File: config.mk
export PLATFORM = sky130hd
export DESIGN_NAME = ubx_command_frame_responder
export DESIGN_NICKNAME = d
export VERILOG_FILES = /design/src/hw/rtl/ubxcfr_pkg.sv /design/src/hw/rtl/ubxcfr_reply_queue.sv /design/src/hw/rtl/ubxcfr_parser.sv /design/src/hw/rtl/ubxcfr_serializer.sv /design/src/hw/rtl/ubx_command_frame_responder.sv
export VERILOG_INCLUDE_DIRS = /design/src /design/src/hw/rtl
export SDC_FILE = /design/constraint.sdc
export NUM_CORES = 1
export LEC_CHECK = 0
export BUFFER_PORTS_ARGS = -buffer_cell sky130_fd_sc_hd__buf_2
export CAP_MARGIN = 20
export CORE_ASPECT_RATIO = 2
export CORE_MARGIN = 10
export CORE_UTILIZATION = 55
export DETAILED_ROUTE_END_ITERATION = 7
export GPL_ROUTABILITY_DRIVEN = 0
export PLACE_DENSITY_LB_ADDON = 0.05
export SYNTH_ARGS = -nofsm -noshare
export SYNTH_HDL_FRONTEND = slang
export SYNTH_SLANG_ARGS = --single-unit
File: constraint.sdc
create_clock -name clk -period 10.6 [get_ports clk]
set_clock_uncertainty 0.15 [all_clocks]
set_input_delay 0 -clock clk [delete_from_list [all_inputs] [get_ports clk]]
set_output_delay 0 -clock clk [all_outputs]
set_load 0.01 [all_outputs]
File: src/hw/rtl/ubx_command_frame_responder_assert.svh
// ----------------------------------------------------------------------------
// ubx_command_frame_responder_assert.svh
// Assertion shorthands shared by the responder RTL. Each macro expects clk
// and rst_n to be visible at the point of use.
// ----------------------------------------------------------------------------
`ifndef UBX_COMMAND_FRAME_RESPONDER_ASSERT_SVH
`define UBX_COMMAND_FRAME_RESPONDER_ASSERT_SVH

// Condition holds at every clock edge outside reset.
`define UBXCFR_ASSERT_ALWAYS(label, cond, msg) \
  label: assert property (@(posedge clk) disable iff (!rst_n) (cond)) \
    else $error(msg);

// Consequent holds in the same cycle as the antecedent.
`define UBXCFR_ASSERT_IMPLIES(label, ante, cons, msg) \
  label: assert property (@(posedge clk) disable iff (!rst_n) (ante) |-> (cons)) \
    else $error(msg);

`endif

File: src/hw/rtl/ubxcfr_pkg.sv
`timescale 1ns / 1ps
`default_nettype none
// ----------------------------------------------------------------------------
// ubxcfr_pkg
// Shared types and constants of the command frame responder.
// ----------------------------------------------------------------------------
package ubxcfr_pkg;

  // Frame framing bytes
  localparam logic [7:0] SYNC_CHAR_1   = 8'hB5;
  localparam logic [7:0] SYNC_CHAR_2   = 8'h62;

  // Request classes and ids
  localparam logic [7:0] CLS_CFG       = 8'h06;
  localparam logic [7:0] CLS_CUSTOM    = 8'hFF;
  localparam logic [7:0] ID_CONFIG     = 8'h27;
  localparam logic [7:0] ID_NACK_LO    = 8'h22;
  localparam logic [7:0] ID_NACK_HI    = 8'h25;
  localparam logic [7:0] ID_ACK_REQ    = 8'h30;

  // Reply classes and ids
  localparam logic [7:0] CLS_ACK       = 8'h05;
  localparam logic [7:0] ID_ACK_ACK    = 8'h01;
  localparam logic [7:0] ID_ACK        = 8'h02;
  localparam logic [7:0] ID_NACK       = 8'h03;
  localparam logic [7:0] CFG_REPLY_B0  = 8'h04;
  localparam logic [7:0] CFG_REPLY_B1  = 8'h00;
  localparam logic [7:0] CFG_REPLY_B2  = 8'h00;

  // Reply frame byte positions
  localparam int unsigned REPLY_IDX_W  = 4;
  localparam logic [REPLY_IDX_W-1:0] LAST_IDX_SHORT = 4'd9;
  localparam logic [REPLY_IDX_W-1:0] LAST_IDX_LONG  = 4'd10;

  typedef struct packed {
    logic [7:0] rx_byte;
    logic       end_of_write;
  } rx_item_t;

  typedef struct packed {
    logic [7:0] reply_byte;
    logic       reply_last;
  } reply_item_t;

  // One fully built reply frame waiting for serialization
  typedef struct packed {
    logic [7:0] cls;
    logic [7:0] ident;
    logic       three;   // payload has three bytes, else two
    logic [7:0] p0;
    logic [7:0] p1;
    logic [7:0] p2;
    logic [7:0] ck_a;
    logic [7:0] ck_b;
  } reply_desc_t;

  typedef struct packed {
    logic full;
    logic head_valid;
  } rq_status_t;

endpackage
`default_nettype wire

File: src/hw/rtl/ubxcfr_reply_queue.sv
`timescale 1ns / 1ps
`default_nettype none
`include "ubx_command_frame_responder_assert.svh"
// ----------------------------------------------------------------------------
// ubxcfr_reply_queue
// Two-entry queue of built reply frames between parser and serializer.
// ----------------------------------------------------------------------------
module ubxcfr_reply_queue (
  input  wire                       clk,
  input  wire                       rst_n,
  input  wire                       push,
  input  wire ubxcfr_pkg::reply_desc_t wr_desc,
  input  wire                       pop,
  output ubxcfr_pkg::rq_status_t    status,
  output ubxcfr_pkg::reply_desc_t   head_desc
);
  import ubxcfr_pkg::*;

  reply_desc_t entry_r [0:1];
  logic        wr_ptr_r, wr_ptr_nxt;
  logic        rd_ptr_r, rd_ptr_nxt;
  logic [1:0]  count_r, count_nxt;

  always_comb begin
    wr_ptr_nxt = push ? ~wr_ptr_r : wr_ptr_r;
    rd_ptr_nxt = pop ? ~rd_ptr_r : rd_ptr_r;
    count_nxt  = count_r + {1'b0, push} - {1'b0, pop};
  end

  always_ff @(posedge clk) begin
    if (!rst_n) begin
      wr_ptr_r <= 1'b0;
      rd_ptr_r <= 1'b0;
      count_r  <= 2'd0;
    end else begin
      wr_ptr_r <= wr_ptr_nxt;
      rd_ptr_r <= rd_ptr_nxt;
      count_r  <= count_nxt;
    end
  end

  always_ff @(posedge clk) begin
    if (push) begin
      entry_r[wr_ptr_r] <= wr_desc;
    end
  end

  assign head_desc         = entry_r[rd_ptr_r];
  assign status.full       = count_r[1];
  assign status.head_valid = (count_r != 2'd0);

  `UBXCFR_ASSERT_ALWAYS(a_no_overflow, !(push && count_r[1] && !pop), "reply queue overflow")
  `UBXCFR_ASSERT_ALWAYS(a_no_underflow, !(pop && (count_r == 2'd0)), "reply queue underflow")
  `UBXCFR_ASSERT_ALWAYS(a_count_range, count_r != 2'd3, "reply queue count out of range")

endmodule
`default_nettype wire

File: src/hw/rtl/ubxcfr_parser.sv
`timescale 1ns / 1ps
`default_nettype none
// ----------------------------------------------------------------------------
// ubxcfr_parser
// Byte-wise frame scanner; builds the reply frame when a request completes.
// ----------------------------------------------------------------------------
module ubxcfr_parser #(
  parameter int unsigned MAX_WRITE_BYTES = 64
) (
  input  wire                         clk,
  input  wire                         rst_n,
  input  wire                         accept,
  input  wire ubxcfr_pkg::rx_item_t   item,
  output logic                        push,
  output ubxcfr_pkg::reply_desc_t     desc
);
  import ubxcfr_pkg::*;

  localparam int unsigned CNT_W = $clog2(MAX_WRITE_BYTES + 1);

  typedef enum logic [3:0] {
    ST_HUNT, ST_SYNC2, ST_CLASS, ST_IDENT, ST_LENLO,
    ST_LENHI, ST_PAYLD, ST_CKA, ST_CKB
  } scan_t;

  scan_t       state_r, state_nxt;
  logic [7:0]  class_r, class_nxt;
  logic [7:0]  ident_r, ident_nxt;
  logic [7:0]  len_lo_r, len_lo_nxt;
  logic        len_zero_r, len_zero_nxt;
  logic [15:0] remain_r, remain_nxt;
  logic [CNT_W-1:0] count_r, count_nxt;

  logic        in_window;
  logic [7:0]  b;
  logic [15:0] len_full;
  logic [15:0] remain_dec;
  logic        reply_ok;

  // Fletcher-8 over class, id, length (2 bytes) and two or three payload bytes
  function automatic logic [15:0] fletcher(input reply_desc_t d);
    logic [7:0] bytes [0:6];
    logic [7:0] ca;
    logic [7:0] cb;
    bytes[0] = d.cls;
    bytes[1] = d.ident;
    bytes[2] = d.three ? 8'd3 : 8'd2;
    bytes[3] = 8'h00;
    bytes[4] = d.p0;
    bytes[5] = d.p1;
    bytes[6] = d.p2;
    ca = 8'h00;
    cb = 8'h00;
    for (int i = 0; i < 7; i++) begin
      if (i < 6 || d.three) begin
        ca = ca + bytes[i];
        cb = cb + ca;
      end
    end
    return {ca, cb};
  endfunction

  assign b          = item.rx_byte;
  assign in_window  = (count_r < CNT_W'(MAX_WRITE_BYTES));
  assign len_full   = {b, len_lo_r};
  assign remain_dec = remain_r - 16'd1;

  always_comb begin
    state_nxt    = state_r;
    class_nxt    = class_r;
    ident_nxt    = ident_r;
    len_lo_nxt   = len_lo_r;
    len_zero_nxt = len_zero_r;
    remain_nxt   = remain_r;
    count_nxt    = count_r;
    if (accept) begin
      if (in_window) begin
        count_nxt = count_r + CNT_W'(1);
        unique case (state_r)
          ST_HUNT: begin
            if (b == SYNC_CHAR_1) state_nxt = ST_SYNC2;
          end
          ST_SYNC2: begin
            if (b == SYNC_CHAR_2)      state_nxt = ST_CLASS;
            else if (b != SYNC_CHAR_1) state_nxt = ST_HUNT;
          end
          ST_CLASS: begin
            class_nxt = b;
            state_nxt = ST_IDENT;
          end
          ST_IDENT: begin
            ident_nxt = b;
            state_nxt = ST_LENLO;
          end
          ST_LENLO: begin
            len_lo_nxt = b;
            state_nxt  = ST_LENHI;
          end
          ST_LENHI: begin
            remain_nxt   = len_full;
            len_zero_nxt = (len_full == 16'd0);
            state_nxt    = (len_full == 16'd0) ? ST_CKA : ST_PAYLD;
          end
          ST_PAYLD: begin
            remain_nxt = remain_dec;
            if (remain_dec == 16'd0) state_nxt = ST_CKA;
          end
          ST_CKA:  state_nxt = ST_CKB;
          ST_CKB:  state_nxt = ST_HUNT;
          default: state_nxt = ST_HUNT;
        endcase
      end
      if (item.end_of_write) begin
        state_nxt = ST_HUNT;
        count_nxt = '0;
      end
    end
  end

  always_ff @(posedge clk) begin
    if (!rst_n) begin
      state_r    <= ST_HUNT;
      class_r    <= 8'h00;
      ident_r    <= 8'h00;
      len_lo_r   <= 8'h00;
      len_zero_r <= 1'b1;
      remain_r   <= 16'd0;
      count_r    <= '0;
    end else begin
      state_r    <= state_nxt;
      class_r    <= class_nxt;
      ident_r    <= ident_nxt;
      len_lo_r   <= len_lo_nxt;
      len_zero_r <= len_zero_nxt;
      remain_r   <= remain_nxt;
      count_r    <= count_nxt;
    end
  end

  // Reply selection
  reply_desc_t d;
  logic [15:0] ck;

  always_comb begin
    reply_ok = 1'b1;
    d.cls    = CLS_CUSTOM;
    d.ident  = ID_NACK;
    d.three  = 1'b0;
    d.p0     = class_r;
    d.p1     = ident_r;
    d.p2     = 8'h00;
    d.ck_a   = 8'h00;
    d.ck_b   = 8'h00;
    if (class_r == CLS_CFG) begin
      d.cls   = CLS_ACK;
      d.ident = ID_ACK_ACK;
    end else if (class_r == CLS_CUSTOM) begin
      if (ident_r == ID_CONFIG) begin
        if (len_zero_r) begin
          d.ident = ID_CONFIG;
          d.three = 1'b1;
          d.p0    = CFG_REPLY_B0;
          d.p1    = CFG_REPLY_B1;
          d.p2    = CFG_REPLY_B2;
        end else begin
          d.ident = ID_ACK;
        end
      end else if (ident_r >= ID_NACK_LO && ident_r <= ID_NACK_HI) begin
        d.ident = ID_NACK;
      end else if (ident_r == ID_ACK_REQ) begin
        d.ident = ID_ACK;
      end else begin
        d.ident = ID_NACK;
      end
    end else begin
      reply_ok = 1'b0;
    end
    ck     = fletcher(d);
    d.ck_a = ck[15:8];
    d.ck_b = ck[7:0];
  end

  assign desc = d;
  assign push = accept && in_window && (state_r == ST_CKB) && reply_ok;

endmodule
`default_nettype wire

File: src/hw/rtl/ubxcfr_serializer.sv
`timescale 1ns / 1ps
`default_nettype none
`include "ubx_command_frame_responder_assert.svh"
// ----------------------------------------------------------------------------
// ubxcfr_serializer
// Walks the head reply one byte per unstalled cycle into the output register.
// ----------------------------------------------------------------------------
module ubxcfr_serializer (
  input  wire                          clk,
  input  wire                          rst_n,
  input  wire                          head_valid,
  input  wire ubxcfr_pkg::reply_desc_t head_desc,
  output logic                         pop,
  output logic                         out_valid,
  input  wire                          out_stall,
  output ubxcfr_pkg::reply_item_t      out_data
);
  import ubxcfr_pkg::*;

  logic [REPLY_IDX_W-1:0] idx_r, idx_nxt;
  logic                   valid_r, valid_nxt;
  reply_item_t            item_r, item_nxt;

  logic [7:0]             frame_b [0:(1 << REPLY_IDX_W) - 1];
  logic [REPLY_IDX_W-1:0] last_idx;
  logic                   load;
  logic                   is_last;

  always_comb begin
    for (int i = 0; i < (1 << REPLY_IDX_W); i++) begin
      frame_b[i] = 8'h00;
    end
    frame_b[0] = SYNC_CHAR_1;
    frame_b[1] = SYNC_CHAR_2;
    frame_b[2] = head_desc.cls;
    frame_b[3] = head_desc.ident;
    frame_b[4] = head_desc.three ? 8'd3 : 8'd2;
    frame_b[5] = 8'h00;
    frame_b[6] = head_desc.p0;
    frame_b[7] = head_desc.p1;
    if (head_desc.three) begin
      frame_b[8]  = head_desc.p2;
      frame_b[9]  = head_desc.ck_a;
      frame_b[10] = head_desc.ck_b;
    end else begin
      frame_b[8] = head_desc.ck_a;
      frame_b[9] = head_desc.ck_b;
    end
  end

  assign last_idx = head_desc.three ? LAST_IDX_LONG : LAST_IDX_SHORT;
  assign is_last  = (idx_r == last_idx);
  assign load     = !valid_r || !out_stall;
  assign pop      = load && head_valid && is_last;

  always_comb begin
    idx_nxt   = idx_r;
    valid_nxt = valid_r;
    item_nxt  = item_r;
    if (load) begin
      valid_nxt = head_valid;
      if (head_valid) begin
        item_nxt.reply_byte = frame_b[idx_r];
        item_nxt.reply_last = is_last;
        idx_nxt = is_last ? '0 : idx_r + REPLY_IDX_W'(1);
      end
    end
  end

  always_ff @(posedge clk) begin
    if (!rst_n) begin
      idx_r   <= '0;
      valid_r <= 1'b0;
    end else begin
      idx_r   <= idx_nxt;
      valid_r <= valid_nxt;
    end
  end

  always_ff @(posedge clk) begin
    item_r <= item_nxt;
  end

  assign out_valid = valid_r;
  assign out_data  = item_r;

  `UBXCFR_ASSERT_IMPLIES(a_idx_idle, !head_valid, idx_r == '0, "byte index left mid-frame")
  `UBXCFR_ASSERT_IMPLIES(a_idx_bound, head_valid, idx_r <= last_idx, "byte index past frame end")

endmodule
`default_nettype wire

File: src/hw/rtl/ubx_command_frame_responder.sv
`timescale 1ns / 1ps
`default_nettype none
// A byte that completes a request frame is written into the reply queue, and
//   its reply leaves through the output register once the output is free.
// Throughput: one input and one reply byte per cycle unless stalled; replies
//   are 10 or 11 bytes each, so in_stall rises while two replies are queued.
// Reset: synchronous active-low rst_n clears the scanner to sync hunt, the
//   write byte count, the reply queue and the output valid.
// ----------------------------------------------------------------------------
// ubx_command_frame_responder
// Command frame scanner that answers each complete CFG or custom request
// with an ACK, NACK or config reply frame carrying a Fletcher-8 checksum.
// ----------------------------------------------------------------------------
module ubx_command_frame_responder #(
  parameter int unsigned MAX_WRITE_BYTES = 64
) (
  input  wire                         clk,
  input  wire                         rst_n,
  // received byte transactions
  input  wire                         in_valid,
  output logic                        in_stall,
  input  wire ubxcfr_pkg::rx_item_t   in_data,
  // reply byte transactions
  output logic                        out_valid,
  input  wire                         out_stall,
  output ubxcfr_pkg::reply_item_t     out_data
);
  import ubxcfr_pkg::*;

  logic        in_accept;
  logic        push;
  logic        pop;
  reply_desc_t new_desc;
  reply_desc_t head_desc;
  rq_status_t  rq_status;

  // The queue holds whole reply frames; a full queue stalls the input so a
  // completed request never finds no room.
  assign in_stall  = rq_status.full;
  assign in_accept = in_valid && !in_stall;

  // Scanner: each accepted byte below the write limit updates state and reply
  ubxcfr_parser #(
    .MAX_WRITE_BYTES(MAX_WRITE_BYTES)
  ) u_parser (
    .clk    (clk),
    .rst_n  (rst_n),
    .accept (in_accept),
    .item   (in_data),
    .push   (push),
    .desc   (new_desc)
  );

  // Built replies wait here while the serializer drains the previous one
  ubxcfr_reply_queue u_queue (
    .clk       (clk),
    .rst_n     (rst_n),
    .push      (push),
    .wr_desc   (new_desc),
    .pop       (pop),
    .status    (rq_status),
    .head_desc (head_desc)
  );

  // Output register: frame bytes in order, last flag on the second checksum
  ubxcfr_serializer u_serializer (
    .clk        (clk),
    .rst_n      (rst_n),
    .head_valid (rq_status.head_valid),
    .head_desc  (head_desc),
    .pop        (pop),
    .out_valid  (out_valid),
    .out_stall  (out_stall),
    .out_data   (out_data)
  );

endmodule
`default_nettype wire

==> flow_summary.json, run 1 <==
{
  "r2r-start": "u_parser.ident_r[3]$_SDFFE_PN0P_",
  "cp.arrival_ps": 8100,
  "finalWirelength_mm": 18.88,
  "worst_pin_slew_ps": 1074,
  "core_area_um2": 14430,
  "cts_buffers": 17,
  "post-route-period-util": 0.7621,
  "worstSetupEndpointType": "flop",
  "drt_first_iter_violations": 270,
  "grt_max_degree": 59,
  "syn_inst": 776,
  "clk_latency_ps": 430,
  "setup_viol": 0,
  "portBuffers": 23,
  "slew_viol_final": 0,
  "grt_pass1_vias": 6116,
  "clock.fmax_mhz": 123.8,
  "synth.avg_cell_area_um2": 10.41,
  "htree_levels": 4,
  "yosys_warnings": 0,
  "dieHeight_um": 191.4,
  "routed-via-count": 5824,
  "max_slew_margin": 0.2796,
  "regToRegEndpoint": "u_queue.entry_r[0][7]$_DFFE_PP_",
  "cp-startpoint": "u_parser.ident_r[3]$_SDFFE_PN0P_",
  "ys_seq_area_frac": 0.4473,
  "power_per_cell_area_nw_per_um2": 139.3,
  "hold_violations": 0,
  "tns_ps": 0,
  "area_growth_pct": 12.78,
  "synth_edf_count": 79,
  "grt_pass1_wl_mm": 30.46,
  "fin_area_um2": 9110,
  "die_w_um": 105.7,
  "min_period_ps": 8079,
  "worstHoldPathType": "in -> reg",
  "grt-busiest-layer": "met2",
  "min_path_cells": 2,
  "hold_start": "rst_n",
  "tritoncts": "yes",
  "grt_overflow": 0,
  "nNetsFinal": 873,
  "postCtsResizedCells": 0,
  "status": "finished clean",
  "postRouteAntennaNets": 0,
  "utilization": 0.6314,
  "die-area_um2": 20230,
  "drc": 0,
  "grt_use_met2": 0.3786,
  "grt_usage": 0.1922,
  "routed_via_density": 5.784,
  "holdWs_ps": 6.532,
  "wl_per_cell_um": 18.75,
  "place_area_um2": 8333,
  "numClockSinks": 141,
  "layout-drive-gt1-share": 0.1092,
  "clk_pin_slew_ps": 70,
  "synth_cell_type_count": 65,
  "synthArstFlopShare": 0,
  "dp.final_hpwl_mm": 14.06,
  "fillerInstances": 1200,
  "irDropWorstVdd_mv": 0.1112,
  "final_cells": 1007,
  "use_met1": 0.1736,
  "rr_worst_depth": 28,
  "antenna_found_initial": 0,
  "critPathMaxStageDelay_ps": 580,
  "n_antenna_cell": 0,
  "worstSetupStartpointType": "flop",
  "cpMostUsedCell": "ha_1",
  "reg2reg_slack_ps": 2520,
  "p_leak_nw": 3.501,
  "crit_path_max_fanout": 26,
  "yosys_most_used_dff": "edfxtp_1",
  "holdPathEnd": "u_parser.len_zero_r$_SDFFE_PN1P_",
  "initial_utilization": 0.5598,
  "synth_seq_cells": 141,
  "critical_path_required_ps": 10620,
  "first_pass_iters": 5,
  "synth_common_cells": "79 x edfxtp_1, 67 x nor2_1, 62 x dfxtp_1",
  "rsz0062_at_grt": "false",
  "cts_buffer_depth": 2,
  "fp-row-count": 62,
  "synth.top_cell.area_share": 0.2937,
  "critical_path_class": "reg -> reg",
  "clock-root-buffer": "clkbuf_16",
  "netlist_area_um2": 8078,
  "synth.most_common_cell": "edfxtp_1",
  "synth_area_leaders": "edfxtp_1 29%, dfxtp_1 15%, ha_1 6.4%",
  "yosysTopAreaCell": "edfxtp_1",
  "dp_cells": 961,
  "cp_slowest_cell": "or4b_1",
  "maxCapViolations": 0,
  "io_pins": 24,
  "met3_usage": 0.03305
}
==> where the power goes <==
part	internal, mW	switching, mW	total, mW
Clock	0.379	0.234	0.613
Combinational	0.0348	0.0444	0.0792
Sequential	0.576	0.000845	0.577
==> layout by cell type (no fill, tap or decap), types with 10 or more instances in the layout <==
cell type      netlist  layout
nor2_1              67      67
nand3_1             10      10
nor2b_1             38      37
and2_1              31      31
clkbuf_16            0      20
dfxtp_1             62      61
mux2i_1             48      48
ha_1                41      41
o22ai_1             11      11
dlygate4sd3_1        1      12
buf_2                1      23
a21oi_1             36      36
o21ai_0             33      33
inv_1               37      37
fa_1                17      17
nor3_1              17      17
nand2_1             44      44
edfxtp_1            79      79
a31oi_1             10      10
xnor2_1             28      28
xor2_1              17      17
==> cells by family (layout without fill, tap and decap cells) <==
logic type,count (synthesis),after routing,share of synthesized area
flops,141,141,0.4473
simple gates,252,252,0.1603
xor+xnor,45,45,0.04879
compound gates,146,146,0.1199
other cells,2,4,0.0009297
fa+ha+maj,59,59,0.1070
buf+inv,75,112,0.03671
mux,56,56,0.07900
==> worst max-delay path by stage <==
stage	to	slack (ps)	cells after the start
2_1_floorplan	u_queue.entry_r[0][7]$_DFFE_PP_	3280	31
3_3_place_gp	u_queue.entry_r[0][7]$_DFFE_PP_	2780	25
3_5_place_dp	u_queue.entry_r[0][7]$_DFFE_PP_	2520	28
4_1_cts	u_queue.entry_r[0][7]$_DFFE_PP_	2500	28
5_1_grt	u_queue.entry_r[0][7]$_DFFE_PP_	1970	28
6_report	u_queue.entry_r[0][7]$_DFFE_PP_	2520	28
==> worst max-delay path: cells and delay by family, from the launching register on <==
kind | cells | cell delay, ps
simple gates | 8 | 2240
flops | 1 | 340
compound gates | 5 | 1280
mux | 1 | 110
xor+xnor | 5 | 1090
fa+ha+maj | 7 | 2500
buf+inv | 2 | 110
==> area by class of cell <==
cell class              instances  area [um^2]  share of cell area
flip-flops and latches        141         3615              0.3968
well taps                     192        240.2             0.02637
inverters                      38        142.6             0.01566
clock buffers                  22        528.0             0.05796
repair buffers                 42        307.8             0.03379
multi-input cells             562         4183              0.4591
clock inverters                10        93.84             0.01030
==> what timing repair did <==
item                                    in CTS  in global routing
endpoints found under the hold margin       48                  0
hold buffers                                12                  0
buffers inserted                             0                  0
endpoints found under the setup margin       0                  0
==> layer usage <==
layer  part of all wire  vias to the layer above
li1                   -                     2817
met1               0.34                     2814
met2               0.58                      138
met3              0.026                       55
met4              0.050                        0
met5                  0                        -
==> flip-flops by register name, indices dropped and copies added (netlist names), 2 cells and up, named ones only <==
signal,cells
u_parser.class_r,8
u_parser.len_lo_r,8
u_serializer.idx_r,4
u_parser.state_r,4
u_parser.remain_r,16
u_queue.count_r,2
u_serializer.out_data,9
u_parser.count_r,7
u_parser.ident_r,8
u_queue.entry_r,70
==> through the flow <==
step | setup WS [ps] | power, mW
final | 2521 | 1.269
after global routing | 1969 | 1.315
after CTS | 2498 | 1.282
after detailed placement | 2523 | 0.6640
after global placement | 2775 | 0.6595
after floorplan | 3275 | 0.6447
(Power assumes the default switching activity.)
==> run 2: changes to the inputs <==
--- a/config.mk
+++ b/config.mk
@@ -6,6 +6,7 @@
 export SDC_FILE = /design/constraint.sdc
 export NUM_CORES = 1
 export LEC_CHECK = 0
+export ABC_AREA = 1
 export BUFFER_PORTS_ARGS = -buffer_cell sky130_fd_sc_hd__buf_2
 export CAP_MARGIN = 20
 export CORE_ASPECT_RATIO = 2
==> constraint.sdc (replaced) <==
create_clock -name clk -period 8.2 [get_ports clk]
set_clock_uncertainty 0.15 [all_clocks]
set_input_delay 0 -clock clk [delete_from_list [all_inputs] [get_ports clk]]
set_output_delay 0 -clock clk [all_outputs]
set_load 0.01 [all_outputs]
==> run 2 against run 1 <==
Compared with the run above:
- maximum frequency up 12%
- clock power up 28%
- cell area up 4.1%
- synthesized cell count up 26%
- critical path depth up 2
==> flow_summary.json, run 2 <==
{
  "routed_via_density": 5.531,
  "synth.top_cell.area_share": 0.2821,
  "initial_utilization": 0.5645,
  "htree_levels": 4,
  "min_period_ps": 7194,
  "irDropWorstVdd_mv": 0.1530,
  "power_per_cell_area_nw_per_um2": 214.0,
  "critical_path_required_ps": 8220,
  "slew_viol_final": 0,
  "synthArstFlopShare": 0,
  "cts_buffer_depth": 2,
  "rsz0062_at_grt": "false",
  "cts_buffers": 17,
  "yosys_warnings": 0,
  "drt_first_iter_violations": 274,
  "dp.final_hpwl_mm": 16.46,
  "synth_edf_count": 79,
  "cp.arrival_ps": 7210,
  "worstSetupEndpointType": "flop",
  "worstSetupStartpointType": "flop",
  "ys_seq_area_frac": 0.4296,
  "io_pins": 24,
  "antenna_found_initial": 0,
  "portBuffers": 23,
  "cp_slowest_cell": "o41ai_1",
  "finalWirelength_mm": 21.47,
  "critPathMaxStageDelay_ps": 650,
  "synth_cell_type_count": 58,
  "max_slew_margin": 0.3387,
  "clk_latency_ps": 430,
  "p_leak_nw": 3.957,
  "yosys_most_used_dff": "edfxtp_1",
  "syn_inst": 981,
  "n_antenna_cell": 0,
  "area_growth_pct": 12.72,
  "grt_max_degree": 38,
  "status": "finished clean",
  "wl_per_cell_um": 17.55,
  "postRouteAntennaNets": 0,
  "worstHoldPathType": "in -> reg",
  "layout-drive-gt1-share": 0.1167,
  "place_area_um2": 8698,
  "grt_pass1_vias": 7158,
  "final_common_cell": "nand2_1",
  "fin_area_um2": 9480,
  "netlist_area_um2": 8411,
  "setup_viol": 0,
  "grt_pass1_wl_mm": 34.86,
  "power.total_mw": 2.029,
  "regMostFlops": "u_queue.entry_r",
  "synth.most_common_cell": "nand2_1",
  "clk_pin_slew_ps": 70,
  "clock.fmax_mhz": 139.0,
  "crit_path_max_fanout": 7,
  "routed-via-count": 6765,
  "synth_seq_cells": 141,
  "grt_usage": 0.2130,
  "synth_common_cells": "141 x nand2_1, 133 x inv_1, 108 x nor2_1",
  "clock-root-buffer": "clkbuf_16",
  "numClockSinks": 141,
  "synth_area_leaders": "edfxtp_1 28%, dfxtp_1 15%, nand2_1 6.3%",
  "drc": 0,
  "tritoncts": "yes",
  "maxCapViolations": 0,
  "hold_violations": 0,
  "die-area_um2": 20940,
  "nNetsFinal": 1086,
  "dieHeight_um": 194.9,
  "tns_ps": 0,
  "die_w_um": 107.4,
  "core_area_um2": 14900,
  "synth.avg_cell_area_um2": 8.573,
  "yosysTopAreaCell": "edfxtp_1",
  "largest_reg_flops": 70,
  "worst_pin_slew_ps": 989.7,
  "grt_overflow": 0,
  "fp-row-count": 63,
  "cpMostUsedCell": "nand2_1",
  "critical_path_class": "reg -> reg",
  "first_pass_iters": 5,
  "post-route-period-util": 0.8774,
  "final_cell_mix": "141 x nand2_1, 133 x inv_1, 106 x nor2_1, 79 x edfxtp_1, 76 x o21ai_0"
}
==> run 2: cell count changes after synthesis, sizes merged, moves of 14 or more <==
cell,delta
a21oi,+32
nor2,+53
o21ai,+45
nand2,+103
and2,-28
inv,+110
nor2b,-38
nand3,+32
xor2,+14
mux2i,-36
xnor2,-25
==> run 2: worst paths after layout <==
kind / start / to / slack [ps] / cells past startpoint
worst max-delay path: u_parser.ident_r[4]$_SDFFE_PN0P_ / u_queue.entry_r[1][7]$_DFFE_PP_ / 1010 / 30
worst min register to register: u_parser.remain_r[14]$_SDFFE_PN0P_ / u_parser.remain_r[14]$_SDFFE_PN0P_ / 320 / 2
worst min-delay path: out_stall / u_serializer.out_valid$_SDFFE_PN0P_ / 270 / 4
worst max register to register: u_parser.ident_r[4]$_SDFFE_PN0P_ / u_queue.entry_r[1][7]$_DFFE_PP_ / 1010 / 30
==> run 2: power breakdown <==
part	leakage [nW]	switching (mW)	internal (mW)
Combinational	2.46	0.282	0.176
Clock	0.301	0.344	0.440
Sequential	1.19	0.0115	0.775
Total	3.96	0.637	1.39
==> run 2: cell type report <==
cell class / instances / area [um^2]
Clock buffer: 19 / 475.5
Clock inverter: 13 / 126.4
Fill cell: 1313 / 5418
Inverter: 147 / 551.8
Multi-Input combinational cell: 663 / 4136
Sequential cell: 141 / 3613
Tap cell: 195 / 244.0
Timing Repair Buffer: 45 / 332.8
==> run 2: logic make-up (layout without fill, tap and decap cells) <==
group | count (synthesis) | after routing | share of synthesized area
flip-flops | 141 | 141 | 0.4296
buffers and inverters | 179 | 224 | 0.08123
AO/OA/AOI/OAI | 196 | 196 | 0.1400
AND/OR/NAND/NOR | 359 | 359 | 0.1971
multiplexers | 12 | 12 | 0.01428
XOR/XNOR | 34 | 34 | 0.03541
adder cells (fa/ha/maj) | 58 | 58 | 0.1015
other | 2 | 4 | 0.0008929
==> run 2: layer usage <==
layer | up-vias | wire length (um) | global-route usage
li1 | 3372 | - | -
met1 | 3150 | 6900 | 0.1815
met2 | 147 | 12150 | 0.4070
met3 | 96 | 499 | 0.03048
met4 | 0 | 1919 | 0.1791
met5 | - | 0 | 0
==> run 2: repair_timing <==
item	in CTS	in global routing
endpoints found under the setup margin	0	0
hold buffers	16	0
setup buffers	0	0
endpoints found under the hold margin	47	0
gates resized for setup	0	0
==> run 2: worst max-delay path: cells and delay by family (launching register included) <==
family	cells	cell delay (ps)
AO/OA/AOI/OAI	2	820
adder cells (fa/ha/maj)	8	3030
AND/OR/NAND/NOR	14	1530
flip-flops	1	510
buffers and inverters	4	280
XOR/XNOR	2	600
==> run 2: per-stage QoR <==
step                cells  setup slack, ps    util  hold WS, ps
floorplan             983             1895       -       -15.10
global placement     1174             1167  0.5839        124.8
CTS                  1222            978.2  0.6350        242.7
detailed placement   1174             1060  0.5839        131.1
finish               1223             1006  0.6363        269.2
global route         1223            313.5  0.6363        304.0
